## src/swmf_ram.sv

```systemverilog
// ----------------------------------------------------------------------------
// swmf_ram: generic single write, single read RAM
// One write port and one read port with registered read data.
// ----------------------------------------------------------------------------
module swmf_ram #(
	parameter int WIDTH = 8,
	parameter int DEPTH = 16
) (
	input  logic                     clk,
	input  logic                     we,
	input  logic [$clog2(DEPTH)-1:0] waddr,
	input  logic [WIDTH-1:0]         wdata,
	input  logic                     re,
	input  logic [$clog2(DEPTH)-1:0] raddr,
	output logic [WIDTH-1:0]         rdata
);

	logic [WIDTH-1:0] mem_q [DEPTH];

	always_ff @(posedge clk) begin
		if (we) begin
			mem_q[waddr] <= wdata;
		end
		if (re) begin
			rdata <= mem_q[raddr];
		end
	end

endmodule

```

## config.mk

```make
export PLATFORM = sky130hd
export DESIGN_NAME = swmf_ram
export DESIGN_NICKNAME = d
export VERILOG_FILES = /design/src/swmf_ram.sv
export SDC_FILE = /design/constraint.sdc
export NUM_CORES = 1
export LEC_CHECK = 0
export ABC_AREA = 1
export BUFFER_PORTS_ARGS = -buffer_cell sky130_fd_sc_hd__buf_2
export CORE_ASPECT_RATIO = 0.5
export CORE_UTILIZATION = 25
export CTS_BUF_LIST = sky130_fd_sc_hd__clkbuf_16
export DETAILED_ROUTE_END_ITERATION = 10
export PLACE_DENSITY = 0.46
export SLEW_MARGIN = 30
export SYNTH_ARGS = -nofsm -noshare
export SYNTH_HDL_FRONTEND = slang
export SYNTH_SLANG_ARGS = --single-unit
```

## constraint.sdc

```tcl
create_clock -name clk -period 1.96 [get_ports clk]
set_clock_uncertainty 0.1 [all_clocks]
set_input_delay 0.49 -clock clk [delete_from_list [all_inputs] [get_ports clk]]
set_output_delay 0.49 -clock clk [all_outputs]
set_load 0.01 [all_outputs]
```

After elaboration in Yosys (flattened, before gate mapping)
Memory sizes are Yosys's and may differ from the RTL's. A register that Yosys moved wholly into a read port is not among the register bits.
Cells that the tools add are included.
{ "classes": {"add_sub_neg": 0, "n_mul": 0, "div_mod_pow": 0, "n_lt_le_gt_ge": 0, "eq_ne": 0, "shifts": 0, "n_mux": 2, "bitwise": 0, "reduce_logical": 0} }
{ "op_table": {"columns": ["operator", "count"], "rows": [
  ["1-bit 2-to-1 mux", 2]
]} }
{ "totals": {"regBits": 0, "latch_bits": 0, "mem_bits_rw": 128, "mem_bits_ro": 0, "in_bits": 19, "out_inout_bits": 8, "n_memories": 1} }
{ "memory_table": {"columns": ["memory", "words", "width", "read_ports", "rd_clocked_by_memory_dff", "write_ports", "line_no", "rtl"], "rows": [
  ["mem_q", 16, 8, 1, 1, 1, "18", "logic [WIDTH-1:0] mem_q [DEPTH];"]
]} }

Longest topological paths before layout
{ "depth": {"ltp_word": 2, "depth_mapped": 8, "depth_no_buf": 7} }

Worst setup path after synthesis
Ideal clock, no wire load.
{ "synth_timing": {"path_kind": "input port to flip-flop", "startpoint": "input waddr[2]", "endpoint": "memory mem_q[10][0] (enable)", "setup_time_ns": 0.370, "arrival_ns": 1.071, "t_required_ns": 1.490, "path_slack_ns": 0.419, "path_stages": 2, "path_buffers": 0, "cell_sequence": "nand3b_1 nor2_1"} }
{ "synth_rtl": {"columns": ["element", "line_no", "rtl"], "rows": [
  ["from (decl)", "11", "input logic [$clog2(DEPTH)-1:0] waddr,"],
  ["to (decl)", "18", null]
]} }
No word-level cell before the write port.

Worst setup path after layout
{ "layout_timing": {"startpoint": "register rdata[1] (read register of mem_q)", "endpoint": "output rdata[1]"} }
{ "layout_rtl": {"columns": ["element", "line_no", "rtl"], "rows": [
  ["from (decl)", "15", "output logic [WIDTH-1:0] rdata"]
]} }
No word-level cell between the ends.

==> reports/metrics.cfg <==
[run_status]
status = finished clean

[final_layout]
drive_gt1_share_pct = 13.6
final_common_cell = nand2_1
nets = 617
final_cell_mix = nand2_1 (173), edfxtp_1 (136), inv_1 (101), nand3_1 (97), buf_2 (26)
antenna_cells = 0
synthToLayoutAreaGrowth_pct = 21.0
final_util_pct = 30.9

[sta]
min_period_ps = 1630
setup-violations-final = 0
setup_tns_ps = 0
hold_viol_final = 0
fmax_mhz = 613
slew_viol_final = 0
grt_setup_unrepaired = false
relSlewSlack_pct = 56.2
worstMarginPinSlew_ps = 656
fin_crit_sh_pct = 83.3

[worst_setup_path]
endpoint_kind = output pin
cp_num_cells = 1
rr_worst_depth = 6
cpLargestDelayFamily = flip-flops
cp_cell_sequence = buf_2
start_kind = register
crit_type = register to output pin
crit_path_max_incr_delay_ps = 450
slowest_stage = edfxtp_1
worst_ep_arrival_time_ps = 1040
crit_required_ps = 1370
crit_buf_inv = 1
worstPathMaxFanout = 1

[floorplan]
dieHeight_um = 110
die_x_um = 218
core_area_mm2 = 0.0229
io-pin-count = 27
fp.dieArea_mm2 = 0.0240
start_util_pct = 25.5
core.rowCount = 39

[drt]
antenna_left = 0
wl_per_cell_um = 16.3
routed-wl-met3_um = 609
drt_iter0_drc = 322
drc_errors = 0
wl_met2_um = 6690
wl_met1_um = 7430
drt-total-wl_um = 15000
firstDrtPassIters = 4
vias = 3797
via_per_inst = 4.14
top_layer = met4

[place]
gp_congestion = 0.822
port_buffers = 26
dp_hpwl_um = 9480

[logic_synthesis]
synth_area_mm2 = 0.00585
avgSynthCellArea_um2 = 10.6
yosys_warnings = 0
ys_seq_elements = 136
seq_area_frac_synth_pct = 69.8
syn_nets = 570
synthCells = 551
synth_cell_types = 11

[global_route]
grt_pass1_wl_um = 22100
grt_pass1_vias = 3469
grt_start_max_net_pins = 49
grt_usage_pct = 13.0
grt-ovfl-total = 0
antenna_found_initial = 0

[power_and_ir_drop]
ir_drop_v = 0.000518
p_leak_nw = 2.99
powerDensity_mw_per_mm2 = 1010

[cts]
cts_buffers = 17
cts_buffer_depth = 2
cts.sinks = 136
post_cts_buffers = 0
cts_hold_buffers = 0
post_cts_resized = 0
cts_tree = yes
clkTransAtPathRegs_ps = 60
root_buffer = clkbuf_16
cts_max_level = 4
clk_latency_ps = 420

[flow_run]
cap_violations = 0

[min_path]
hp-class = input pin to register
hold_path_depth = 1

cells in the mapped netlist:
cell type	number	area, um^2
edfxtp_1	136	4080
buf_6	6	67.6
inv_1	100	375
buf_4	4	30.0
nor2_1	17	63.8
nand3b_1	2	15.0
nand2_1	173	649
nand3_1	97	485
inv_2	2	7.51
buf_1	1	3.75
buf_2	13	65.1
power by group:
| group | total, mW | internal [mW] | switching, mW |
|---|---|---|---|
| registers | 3.30 | 3.28 | 0.0234 |
| clock network | 3.40 | 2.24 | 1.17 |
| logic | 0.430 | 0.126 | 0.304 |
| total | 7.14 | 5.64 | 1.50 |
registers in the layout (all words and copies together) (netlist names):
register	count
mem_q	128
rdata	8
worst register-to-register path, delay by kind of cell (launching register included):
kind	cells	cell delay (ps)
AND/OR/NAND/NOR	5	500
flip-flops	1	350
buffers and inverters	1	60
stage by stage:
| step | area (um^2) | hold slack [ps] | std cells | total power [mW] | setup WS, ps |
|---|---|---|---|---|---|
| global route | 7070 | 323 | 918 | 7.37 | 302 |
| floorplan | 5850 | 489 | 551 | 3.59 | 419 |
| detailed placement | 6440 | 629 | 886 | 3.80 | 84.3 |
| global placement | 6440 | 646 | 886 | 3.80 | 108 |
| finish | 7070 | 349 | 918 | 7.14 | 328 |
| CTS | 7070 | 324 | 918 | 7.21 | 301 |
final cells by class:
class                   count  area (um^2)
clock inverters            15          209
multi-input cells         289         1210
fillers                  2321        15800
well taps                 307          384
clock buffers              17          425
repair buffers             52          375
inverters                 102          383
flip-flops and latches    136         4080
final timing paths:
kind,startpoint,slack (ps),end
hold reg to reg,mem_q[3][3],640,rdata[3]
hold / removal,re,350,rdata[6]
setup reg to reg,mem_q[13][6],710,rdata[6]
setup / recovery,rdata[1],330,rdata[1]
routing by layer:
layer | global-route usage, % | up-vias
met1 | 18.3 | 1817
li1 | - | 1886
met5 | 0 | -
met3 | 2.72 | 12
met4 | 4.95 | 0
met2 | 19.7 | 82
logic make-up (layout without fill, tap and decap cells):
logic type	Yosys count	in the layout	synth area share (%)
buf+inv	126	186	9.39
flops	136	136	69.8
simple gates	289	289	20.8
(Power assumes the default switching activity.)
