===== config.mk =====
export PLATFORM = sky130hd
export DESIGN_NAME = swmf_cell
export DESIGN_NICKNAME = d
export VERILOG_FILES = /design/src/swmf_pkg.sv /design/src/swmf_cell.sv
export SDC_FILE = /design/constraint.sdc
export NUM_CORES = 1
export LEC_CHECK = 0
export BUFFER_PORTS_ARGS = -buffer_cell sky130_fd_sc_hd__buf_2
export CORE_ASPECT_RATIO = 0.75
export CORE_MARGIN = 2
export CORE_UTILIZATION = 33
export CTS_CLUSTER_DIAMETER = 100
export DETAILED_ROUTE_END_ITERATION = 6
export HOLD_SLACK_MARGIN = 0.06
export PLACE_DENSITY = 0.68
export SLEW_MARGIN = 20
export SYNTH_ARGS = -nofsm -noshare
export SYNTH_HDL_FRONTEND = slang
export SYNTH_SLANG_ARGS = --single-unit

===== constraint.sdc =====
create_clock -name clk -period 1.4 [get_ports clk]
set_input_delay 0.07 -clock clk [delete_from_list [all_inputs] [get_ports clk]]
set_output_delay 0.07 -clock clk [all_outputs]
set_load 0.05 [all_outputs]

===== src/swmf_pkg.sv =====
// ----------------------------------------------------------------------------
// swmf_pkg: shared definitions of the square window minimum filter
// Sizes, sample and pixel types, the window cell record and helper functions.
// ----------------------------------------------------------------------------
package swmf_pkg;

	localparam int MAX_RADIUS  = 3;
	localparam int MAX_WIDTH   = 1024;
	localparam int MAX_HEIGHT  = 1024;
	localparam int SAMPLE_BITS = 8;

	localparam int NCHAN    = 3;
	localparam int NROWS    = 2 * MAX_RADIUS + 1;
	localparam int PIX_W    = NCHAN * SAMPLE_BITS;
	localparam int CFG_W    = 11;
	localparam int COORD_W  = 10;
	localparam int RAD_W    = $clog2(MAX_RADIUS + 1);
	localparam int COL_W    = $clog2(MAX_WIDTH);
	localparam int WID_W    = $clog2(MAX_WIDTH + 1);
	localparam int HGT_W    = $clog2(MAX_HEIGHT + 1);
	localparam int CROW_W   = $clog2(MAX_HEIGHT);
	localparam int ROW_W    = $clog2(MAX_HEIGHT + 2 * MAX_RADIUS + 2);
	localparam int SLOT_W   = $clog2(NROWS);
	localparam int POS_W    = $clog2(MAX_HEIGHT * MAX_WIDTH + MAX_RADIUS * MAX_WIDTH
		+ MAX_RADIUS + 2);
	localparam int IN_DATA_W  = ((PIX_W + 7) / 8) * 8;
	localparam int OUT_BITS   = PIX_W + 2 * COORD_W;
	localparam int OUT_DATA_W = ((OUT_BITS + 7) / 8) * 8;

	typedef enum logic [1:0] {
		REG_RADIUS = 2'd0,
		REG_WIDTH  = 2'd1,
		REG_HEIGHT = 2'd2,
		REG_COLOR  = 2'd3
	} cfg_reg_t;

	typedef logic [SAMPLE_BITS-1:0] sample_t;
	typedef sample_t [NCHAN-1:0] pixel_t;

	// one column of the window: vertical minimum over valid rows, center sample
	typedef struct packed {
		pixel_t vmin;
		pixel_t ctr;
		logic   xok;
	} cell_t;

	function automatic sample_t sample_min(input sample_t a, input sample_t b);
		return (b < a) ? b : a;
	endfunction

	function automatic pixel_t pixel_min(input pixel_t a, input pixel_t b);
		pixel_t m;
		for (int ch = 0; ch < NCHAN; ch++) begin
			m[ch] = sample_min(a[ch], b[ch]);
		end
		return m;
	endfunction

endpackage


===== src/swmf_cell.sv =====
// ----------------------------------------------------------------------------
// swmf_cell: one column cell of the window chain
// Holds one column record, takes its neighbor's record on each shift and
// offers its masked minimum to the horizontal reduction.
// ----------------------------------------------------------------------------
module swmf_cell
	import swmf_pkg::*;
(
	input  logic   clk,
	input  logic   shift,
	input  cell_t  din,
	input  logic   in_window,
	output cell_t  dout,
	output pixel_t contrib
);

	cell_t data_q;

	always_ff @(posedge clk) begin
		if (shift) begin
			data_q <= din;
		end
	end

	assign dout = data_q;

	// columns outside the window or too close to a side edge count as neutral
	always_comb begin
		for (int ch = 0; ch < NCHAN; ch++) begin
			contrib[ch] = (in_window && data_q.xok) ? data_q.vmin[ch] : '1;
		end
	end

endmodule


# After elaboration in Yosys (flattened, before gate mapping)
# Index checks and enable logic that the tools add are counted.
[totals] regBits=49 output_inout_bits=73
[op_classes] n_mux=3 n_reduce_logical=1
[ops] op="8-bit two-way mux" count=3
[ops] op="1-bit logical AND" count=1

# Depth between registers and ports, before layout
# Gate-level depths: netlist (run 1).
[depth] depth_word=2 mapped_depth=2 mapped_depth_nobuf=1

# Worst setup path before layout (run 1)
# No wires, ideal clock.
[synth_timing] path_kind="flip-flop to output port" from="register data_q, in the netlist dout[0]" to="output port contrib[0] (netlist name)" arrival_time_ps=1326 required_time_ps=1330 slack_ps=4 stages_incl_launch_ff=3 n_path_buf=1 path_cell_list="edfxtp_1 > buf_6 > nand3b_1"
[synth_lines] element="from (decl)" line="swmf_cell.sv:17" rtl="cell_t data_q;"
[synth_lines] element="from (signal assigned)" line="swmf_cell.sv:21" rtl="data_q <= din;"
[synth_lines] element="to (decl)" line="swmf_cell.sv:14" rtl="output pixel_t contrib"

==> results.md, run 1 <==
* Unique masters post-synth at 4
* Peak Freq at 0.750 GHz
* Post-DR vias/cell at 4.44
* DRT iter0 DRCs at 43
* RSZ-0062 raised after global routing: no
* H-tree depth at 2
* Hpwl dp at 2780 um
* Initial DRT Pass Iterations at 4
* Worst-path maximum fanout at 25
* Number of synthesized register bits at 49
* Critical path type: register to output pin
* Syn Nets at 129
* Final worst path period need at 1.33 ns
* TritonCTS Buffers at 5
* CP arrival at 1.26 ns
* Final period utilization at 95.2%
* Rows at 22
* Synth Warn # at 0
* Delay-heaviest family, CP: buffers and inverters
* Max Root-Sink Buffers at 2
* Leak Pwr at 1.23 nW
* Post-route antenna net violation count at 0
* Relative slew slack at 71.1%
* Worst Path Required at 1.33 ns
* Max-Cap Viols at 0
* # IOs at 125
* Core area at 4900 um2
* CP peak stage delay at 0.42 ns
* Minimum hold slack at 0.292 ns
* Worst hold path class: input pin to register
* Synthesis-to-finish area growth at 75.4%
* Fin area at 2960 um2
* CP cell instances: buf_12 > nand3b_1 > buf_2
* Layout Cells excl Fill at 315
* Synthesized area at 1690 um2
* Cell count after placement at 259
* Total inserted antenna cells at 0
* Setup TNS at 0 ns
* Worst VDD drop at 0.772 mV
* Seq/Total Area, Yosys at 87.1%
* Max reg flops at 49
* TritonCTS clock tree: done
* Largest net degree at the start of global routing at 50
* Die area at 5710 um2
* Initial Util at 34.5%
* Number of setup buffers added after CTS at 0
* CP max stage cell: edfxtp_1
* Tightest Pin Transition at 0.433 ns
* Crit. End Element: output pin
* Final Hold Violating Endpoints at 0
* CTS root buf: clkbuf_8
* GRT overflow at 0
* Post-Syn Instances at 77
* Post-DP Area at 2390 um2
* Drt drc at 0
* Share of layout cells above drive strength 1 at 52.2%
* PortBufs at 124
* Final Wtd Congestion at 0.717
* Total Routing Usage GR at 17.4%
* Finish-stage setup viols at 0
* Nets at 307
* Worst Setup Start Kind: register
* First-pass GRT wire length at 7070 um
* Max-slew violation count at 0
* Clock-pin transition on the worst setup and hold timing paths at 0.09 ns
* DRT Wirelength at 4830 um
* WP buf/inv at 2
* Die width at 86.6 um
* Post-synthesis average cell area at 21.9 um2
* Vias in the first global route at 1,402
* Status: finished clean
* Clock Sinks at 49
* Routed wire per std cell at 15.3 um
* PD cells at 1200 nW/um2
* Initial antenna violation count at 0
* Vias at 1,399
* Chip height at 66.0 um
[power breakdown]
part	leakage, nW	internal [mW]	switching [mW]	total [mW]
clock network	0.0402	0.345	0.453	0.798
logic	0.715	0.274	0.687	0.962
registers	0.480	1.74	0.0422	1.78
total	1.23	2.36	1.18	3.54
[placed cells by master, fill, tap and decap left out]
cell type | netlist | final
clkinvlp_4 | 0 | 1
edfxtp_1 | 49 | 49
nand3b_1 | 24 | 24
dlygate4sd3_1 | 0 | 49
buf_2 | 0 | 124
clkinv_4 | 0 | 1
buf_12 | 0 | 2
clkbuf_8 | 0 | 5
[through the flow]
| step | power (mW) | utilization (%) | setup WS (ns) |
|---|---|---|---|
| detailed placement | 2.67 | 48.7 | 0.389 |
| floorplan | 2.41 | - | 0.00422 |
| global route | 3.68 | 60.5 | 0.00797 |
| global placement | 2.66 | 48.7 | 0.400 |
| CTS | 3.56 | 60.5 | 0.0589 |
| finish | 3.54 | 60.5 | 0.0666 |
[repair_timing]
item / CTS / global route
resized for setup: 0 / 0
hold buffers: 49 / 0
hold endpoints to repair: 49 / 0
[layout make-up]
type / instances / area, um2
Clock buffer: 5 / 68.8
Clock inverter: 2 / 16.3
Sequential cell: 49 / 1470
Tap cell: 60 / 75.1
Timing Repair Buffer: 175 / 1150
Fill cell: 384 / 1940
Multi-Input combinational cell: 24 / 180
[synth_stat cells]
| cell | number | area [um2] |
|---|---|---|
| edfxtp_1 | 49 | 1470 |
| nand3b_1 | 24 | 180 |
| buf_4 | 2 | 15.0 |
| buf_6 | 2 | 22.5 |
[kinds of logic after synthesis]
kind of cell | share of synthesized area (%)
and+or+nand+nor | 10.7
buffers and inverters | 2.22
DFF | 87.1
[final timing paths]
check | startpoint | end | slack (ns) | cells past startpoint
worst max-delay path | dout[0] | contrib[23] | 0.07 | 3
worst min-delay path | shift | dout[39] | 0.29 | 2
[routing by layer]
layer | up-vias | GRT usage [%] | wire length [um]
met1 | 658 | 18.3 | 1700
met5 | - | 0 | 0
met4 | 0 | 7.03 | 76
met3 | 8 | 8.61 | 534
li1 | 657 | - | -
met2 | 76 | 29.9 | 2530
Power figures use the tool's default switching activity.
==> run 2, diff against run 1 <==
--- a/config.mk
+++ b/config.mk
@@ -8,11 +8,11 @@
 export BUFFER_PORTS_ARGS = -buffer_cell sky130_fd_sc_hd__buf_2
 export CORE_ASPECT_RATIO = 0.75
 export CORE_MARGIN = 2
-export CORE_UTILIZATION = 33
+export CORE_UTILIZATION = 30
 export CTS_CLUSTER_DIAMETER = 100
 export DETAILED_ROUTE_END_ITERATION = 6
 export HOLD_SLACK_MARGIN = 0.06
-export PLACE_DENSITY = 0.68
+export PLACE_DENSITY = 0.63
 export SLEW_MARGIN = 20
 export SYNTH_ARGS = -nofsm -noshare
 export SYNTH_HDL_FRONTEND = slang
==> run 2 against run 1 <==
Sequential power hardly changed. Count of clock-buffer cells in the layout rose by 1. Final cell count up 5.1%. Fmax rose by 0.36%. Combinational power fell by 1%. Hold slack got worse by 0.019 ns. Sequential cell count unchanged. Die area increased by 9.5%. Non-clock buffer count unchanged. First-iteration DRC count rose by 86%. Global-route usage down 3.6 points. Total power decreased by 0.12%. Critical endpoint is now contrib[0]. Largest cell class unchanged.
==> results.md, run 2 (synthesis gave the netlist of run 1 again) <==
* Max-slew violation count at 0
* Max Root-Sink Buffers at 2
* CP arrival at 1.26 ns
* Share of layout cells above drive strength 1 at 52.0%
* First-pass GRT wire length at 6470 um
* Final Util at 55.2%
* TritonCTS clock tree: done
* Peak Freq at 0.753 GHz
* Vias in the first global route at 1,291
* TritonCTS Buffers at 5
* Post-DR vias/cell at 4.20
* Status: finished clean
* Drt drc at 0
* Crit. End Element: output pin
* CTS root buf: clkbuf_8
* Initial DRT Pass Iterations at 4
* Worst Path Required at 1.33 ns
* Chip height at 69.0 um
* Initial Util at 31.4%
* RSZ-0062 raised after global routing: no
* Largest net degree at the start of global routing at 50
* Relative slew slack at 74.5%
* Worst VDD drop at 0.608 mV
* Multi-input gate area in the final layout at 180 um2
* Leak Pwr at 1.24 nW
* Number of setup buffers added after CTS at 0
* Synthesis-to-finish area growth at 76.0%
* Routed wire per std cell at 13.8 um
* Die area at 6250 um2
* GRT overflow at 0
* Critical path type: register to output pin
* Setup TNS at 0 ns
* Final period utilization at 94.9%
* Max-Cap Viols at 0
* Total Routing Usage GR at 13.8%
* Final worst path period need at 1.33 ns
* Core area at 5380 um2
* PortBufs at 124
* DRT iter0 DRCs at 80
* Delay-heaviest family, CP: buffers and inverters
* Worst-path maximum fanout at 25
* Worst Setup Start Kind: register
* PD cells at 1190 nW/um2
* Final Wtd Congestion at 0.732
* Nets at 307
* Initial antenna violation count at 0
* Register area at 1470 um2
* CP max stage cell: edfxtp_1
* Max reg flops at 49
* CP peak stage delay at 0.36 ns
* Total inserted antenna cells at 0
* Clock-pin transition on the worst setup and hold timing paths at 0.09 ns
* Final Hold Violating Endpoints at 0
* Clock Sinks at 49
* Die width at 90.6 um
* Rows at 23
* DRT Wirelength at 4550 um
* # IOs at 125
* H-tree depth at 2
* CP cell instances: buf_4 > nand3b_1 > buf_2
* Most common cell after layout, fill and taps aside: buf_2
* WP buf/inv at 2
* Overall power at 3.54 mW
* Post-route antenna net violation count at 0
* FILL cells at 447
* Vias at 1,390
* Tightest Pin Transition at 0.382 ns
* Worst hold path class: input pin to register
* Most frequent cells in the layout: buf_2, edfxtp_1, dlygate4sd3_1, nand3b_1, clkbuf_8
* Finish-stage setup viols at 0
[run 2: changes by cell type in the layout (fill, tap and decap cells not counted)]
| cell | before | now |
|---|---|---|
| buf_12 | 2 | 1 |
| buf_2 | 124 | 123 |
| buf_4 | 0 | 1 |
| clkbuf_1 | 0 | 1 |
| clkbuf_4 | 0 | 1 |
| clkinv_2 | 0 | 1 |
| clkinv_4 | 1 | 0 |
| clkinvlp_4 | 1 | 0 |
| inv_6 | 0 | 1 |
[run 2: layer usage]
| metal | share of wire (%) | GRT usage [%] |
|---|---|---|
| met3 | 7.8 | 3.04 |
| met2 | 50 | 24.9 |
| met5 | 0 | 0 |
| met1 | 41 | 16.4 |
| met4 | 1.0 | 5.77 |
[run 2: cell type report]
type | instances | area share (%)
Sequential cell | 49 | 49.5
Timing Repair Buffer | 175 | 38.4
Multi-Input combinational cell | 24 | 6.06
Tap cell | 75 | 3.16
Clock buffer | 6 | 2.44
Clock inverter | 2 | 0.463
[run 2: where the power goes]
group / leakage (nW) / total, mW / switching, mW / internal [mW]
clock: 0.0456 / 0.806 / 0.450 / 0.356
sequential: 0.480 / 1.78 / 0.0414 / 1.74
combinational: 0.712 / 0.950 / 0.680 / 0.269
total: 1.24 / 3.54 / 1.17 / 2.37
[run 2: final timing paths]
kind,from,end,slack [ns],depth (start not counted)
min,shift,dout[3],0.27,2
max,dout[0],contrib[0],0.07,3
[run 2: per-stage QoR]
step	cell area [um2]	instances	setup WS (ns)	hold slack, ns
6_report	2970	331	0.0713	0.274
5_1_grt	2970	331	0.00325	0.263
4_1_cts	2970	331	0.0663	0.280
3_5_place_dp	2390	274	0.405	0.248
3_3_place_gp	2390	274	0.408	0.247
2_1_floorplan	1690	77	0.00422	0.169
[run 2: repair_timing]
action | CTS | global route
resized for setup | 0 | 1
setup endpoints to repair | 0 | 1
hold endpoints to repair | 49 | 0
hold buffers | 49 | 0
==> run 3, diff against run 2 <==
--- a/config.mk
+++ b/config.mk
@@ -5,14 +5,16 @@
 export SDC_FILE = /design/constraint.sdc
 export NUM_CORES = 1
 export LEC_CHECK = 0
+export ABC_AREA = 1
 export BUFFER_PORTS_ARGS = -buffer_cell sky130_fd_sc_hd__buf_2
+export CAP_MARGIN = 25
 export CORE_ASPECT_RATIO = 0.75
 export CORE_MARGIN = 2
 export CORE_UTILIZATION = 30
 export CTS_CLUSTER_DIAMETER = 100
 export DETAILED_ROUTE_END_ITERATION = 6
 export HOLD_SLACK_MARGIN = 0.06
-export PLACE_DENSITY = 0.63
+export PLACE_DENSITY = 0.61
 export SLEW_MARGIN = 20
 export SYNTH_ARGS = -nofsm -noshare
 export SYNTH_HDL_FRONTEND = slang
==> run 3 against run 2 <==
Core utilization shrank 1.7 points. Total power grew 0.94%. Area after synthesis rose by 8.1%. Fmax shrank 0.71%. Combinational power increased by 4.9%. Largest power group unchanged. Die area grew 7.7%. Cell area is 5.5% higher.
==> results.md, run 3 <==
* Worst Path Required at 1.33 ns
* CP arrival at 1.27 ns
* Worst VDD drop at 0.663 mV
* H-tree depth at 2
* Rows at 24
* Nets at 332
* CTS resizes at 0
* Cts hold-fix bufs at 49
* Critical path type: register to output pin
* Post-Syn Instances at 101
* Clock-pin transition on the worst setup and hold timing paths at 0.09 ns
* First-pass GRT wire length at 6660 um
* Setup TNS at 0 ns
* Seq/Total Area, Yosys at 80.5%
* Number of setup buffers added after CTS at 0
* Area leader, netlist: edfxtp_1
* Max-slew violation count at 0
* Yosys top cell area share at 80.5%
* Worst Setup Start Kind: register
* Synthesis-to-finish area growth at 71.7%
* GRT overflow at 0
* PD cells at 1140 nW/um2
* Total inserted antenna cells at 0
* RSZ-0062 raised after global routing: no
* Synth top cells by count: edfxtp_1, inv_1, nand3_2
* Post-DP Area at 2560 um2
* Synthesized area at 1830 um2
* Clock Sinks at 49
* Max Root-Sink Buffers at 2
* DRT Wirelength at 4590 um
* Hpwl dp at 3010 um
* TritonCTS Buffers at 5
* Int Power at 2.37 mW
* Fin area at 3140 um2
* Synth Warn # at 0
* Final period utilization at 95.6%
* Max reg flops at 49
* Drt drc at 0
* Worst hold path class: input pin to register
* Vias at 1,450
* Core area at 5860 um2
* TritonCTS clock tree: done
* Dpl ws at 0.390 ns
* Syn Nets at 153
* Worst-path maximum fanout at 25
* Post-route antenna net violation count at 0
* Total Routing Usage GR at 13.1%
* Post-synthesis average cell area at 18.1 um2
* Die area at 6740 um2
* Routed wire per std cell at 12.8 um
* PortBufs at 124
* Layout Cells excl Fill at 359
* Most frequent cells in the layout: buf_2, edfxtp_1, dlygate4sd3_1, inv_1, nand3_2
* Leak Pwr at 1.39 nW
* Largest net degree at the start of global routing at 50
* Multi-input gate area in the final layout at 220 um2
* Synth Flop Type: edfxtp_1
* Combinational power share at 27.9%
* CTS root buf: clkbuf_8
* Switching part of the total power at 33.7%
* Share of power burned in registers at 49.9%
* Final worst path period need at 1.34 ns
* Final Util at 53.6%
* Initial antenna violation count at 0
* Final Wtd Congestion at 0.708
* Finish-stage setup viols at 0
* Clock power share at 22.2%
* Initial DRT Pass Iterations at 4
* Cell count after placement at 302
* Peak Freq at 0.747 GHz
* Top-count cell post-synth: edfxtp_1
* Most common cell after layout, fill and taps aside: buf_2
* FILL cells at 492
* Die width at 94.1 um
* Vias in the first global route at 1,407
* Unique masters post-synth at 5
* Chip height at 71.6 um
* Net Sw Power at 1.20 mW
* Post-DR vias/cell at 4.04
* Number of synthesized register bits at 49
* Relative slew slack at 78.8%
* Register area at 1470 um2
* Initial Util at 31.2%
* Post-synth EDFFs at 49
* DRT iter0 DRCs at 56
* Max-Cap Viols at 0
* Status: finished clean
* Post-synth ARST share at 0%
* Final Hold Violating Endpoints at 0
* Share of layout cells above drive strength 1 at 54.8%
* Final WS setup at 0.0618 ns
* Crit. End Element: output pin
* Largest cells by area after synthesis: edfxtp_1, nand3_2, inv_1
* # IOs at 125
* Tightest Pin Transition at 0.318 ns
[run 3: area by class of cell]
class,count,area share [%]
Sequential cell,49,46.9
Timing Repair Buffer,176,37.3
Multi-Input combinational cell,24,7.02
Tap cell,78,3.11
Inverter,24,2.87
Clock buffer,5,2.19
Clock inverter,3,0.558
[run 3: layer usage]
metal	share of wire [%]	track usage (%)	wire [um]
met1	42	15.3	1920
met2	51	23.4	2330
met3	6.4	3.36	293
met4	1.1	4.99	52
met5	0	0	0
[run 3: power groups by stage]
stage | sequential (mW) | combinational, mW | clock, mW
floorplan | 2.23 | 0.224 | 0
global placement | 1.81 | 0.885 | 0
detailed placement | 1.82 | 0.892 | 0
CTS | 1.78 | 1.00 | 0.848
global route | 1.80 | 1.04 | 0.910
finish | 1.78 | 0.997 | 0.792
[run 3: worst paths after layout]
check                   start         end  slack (ns)  cells past startpoint
worst max-delay path  dout[0]  contrib[7]        0.06                      3
worst min-delay path    shift    dout[39]        0.27                      2
[run 3: worst max-delay path, cell delays in order (launching register included)]
cell,delay [ns]
edfxtp_1,0.42
buf_12,0.19
nand3_1,0.09
buf_2,0.26
[run 3: logic make-up after synthesis]
| logic type | share of synthesized area [%] |
|---|---|
| DFF | 80.5 |
| buffers and inverters | 7.40 |
| and+or+nand+nor | 12.1 |
[run 3: through the flow]
step	hold WS, ns	power (mW)
6_report	0.269	3.57
5_1_grt	0.273	3.75
4_1_cts	0.276	3.63
3_5_place_dp	0.248	2.71
3_3_place_gp	0.246	2.70
2_1_floorplan	0.169	2.45
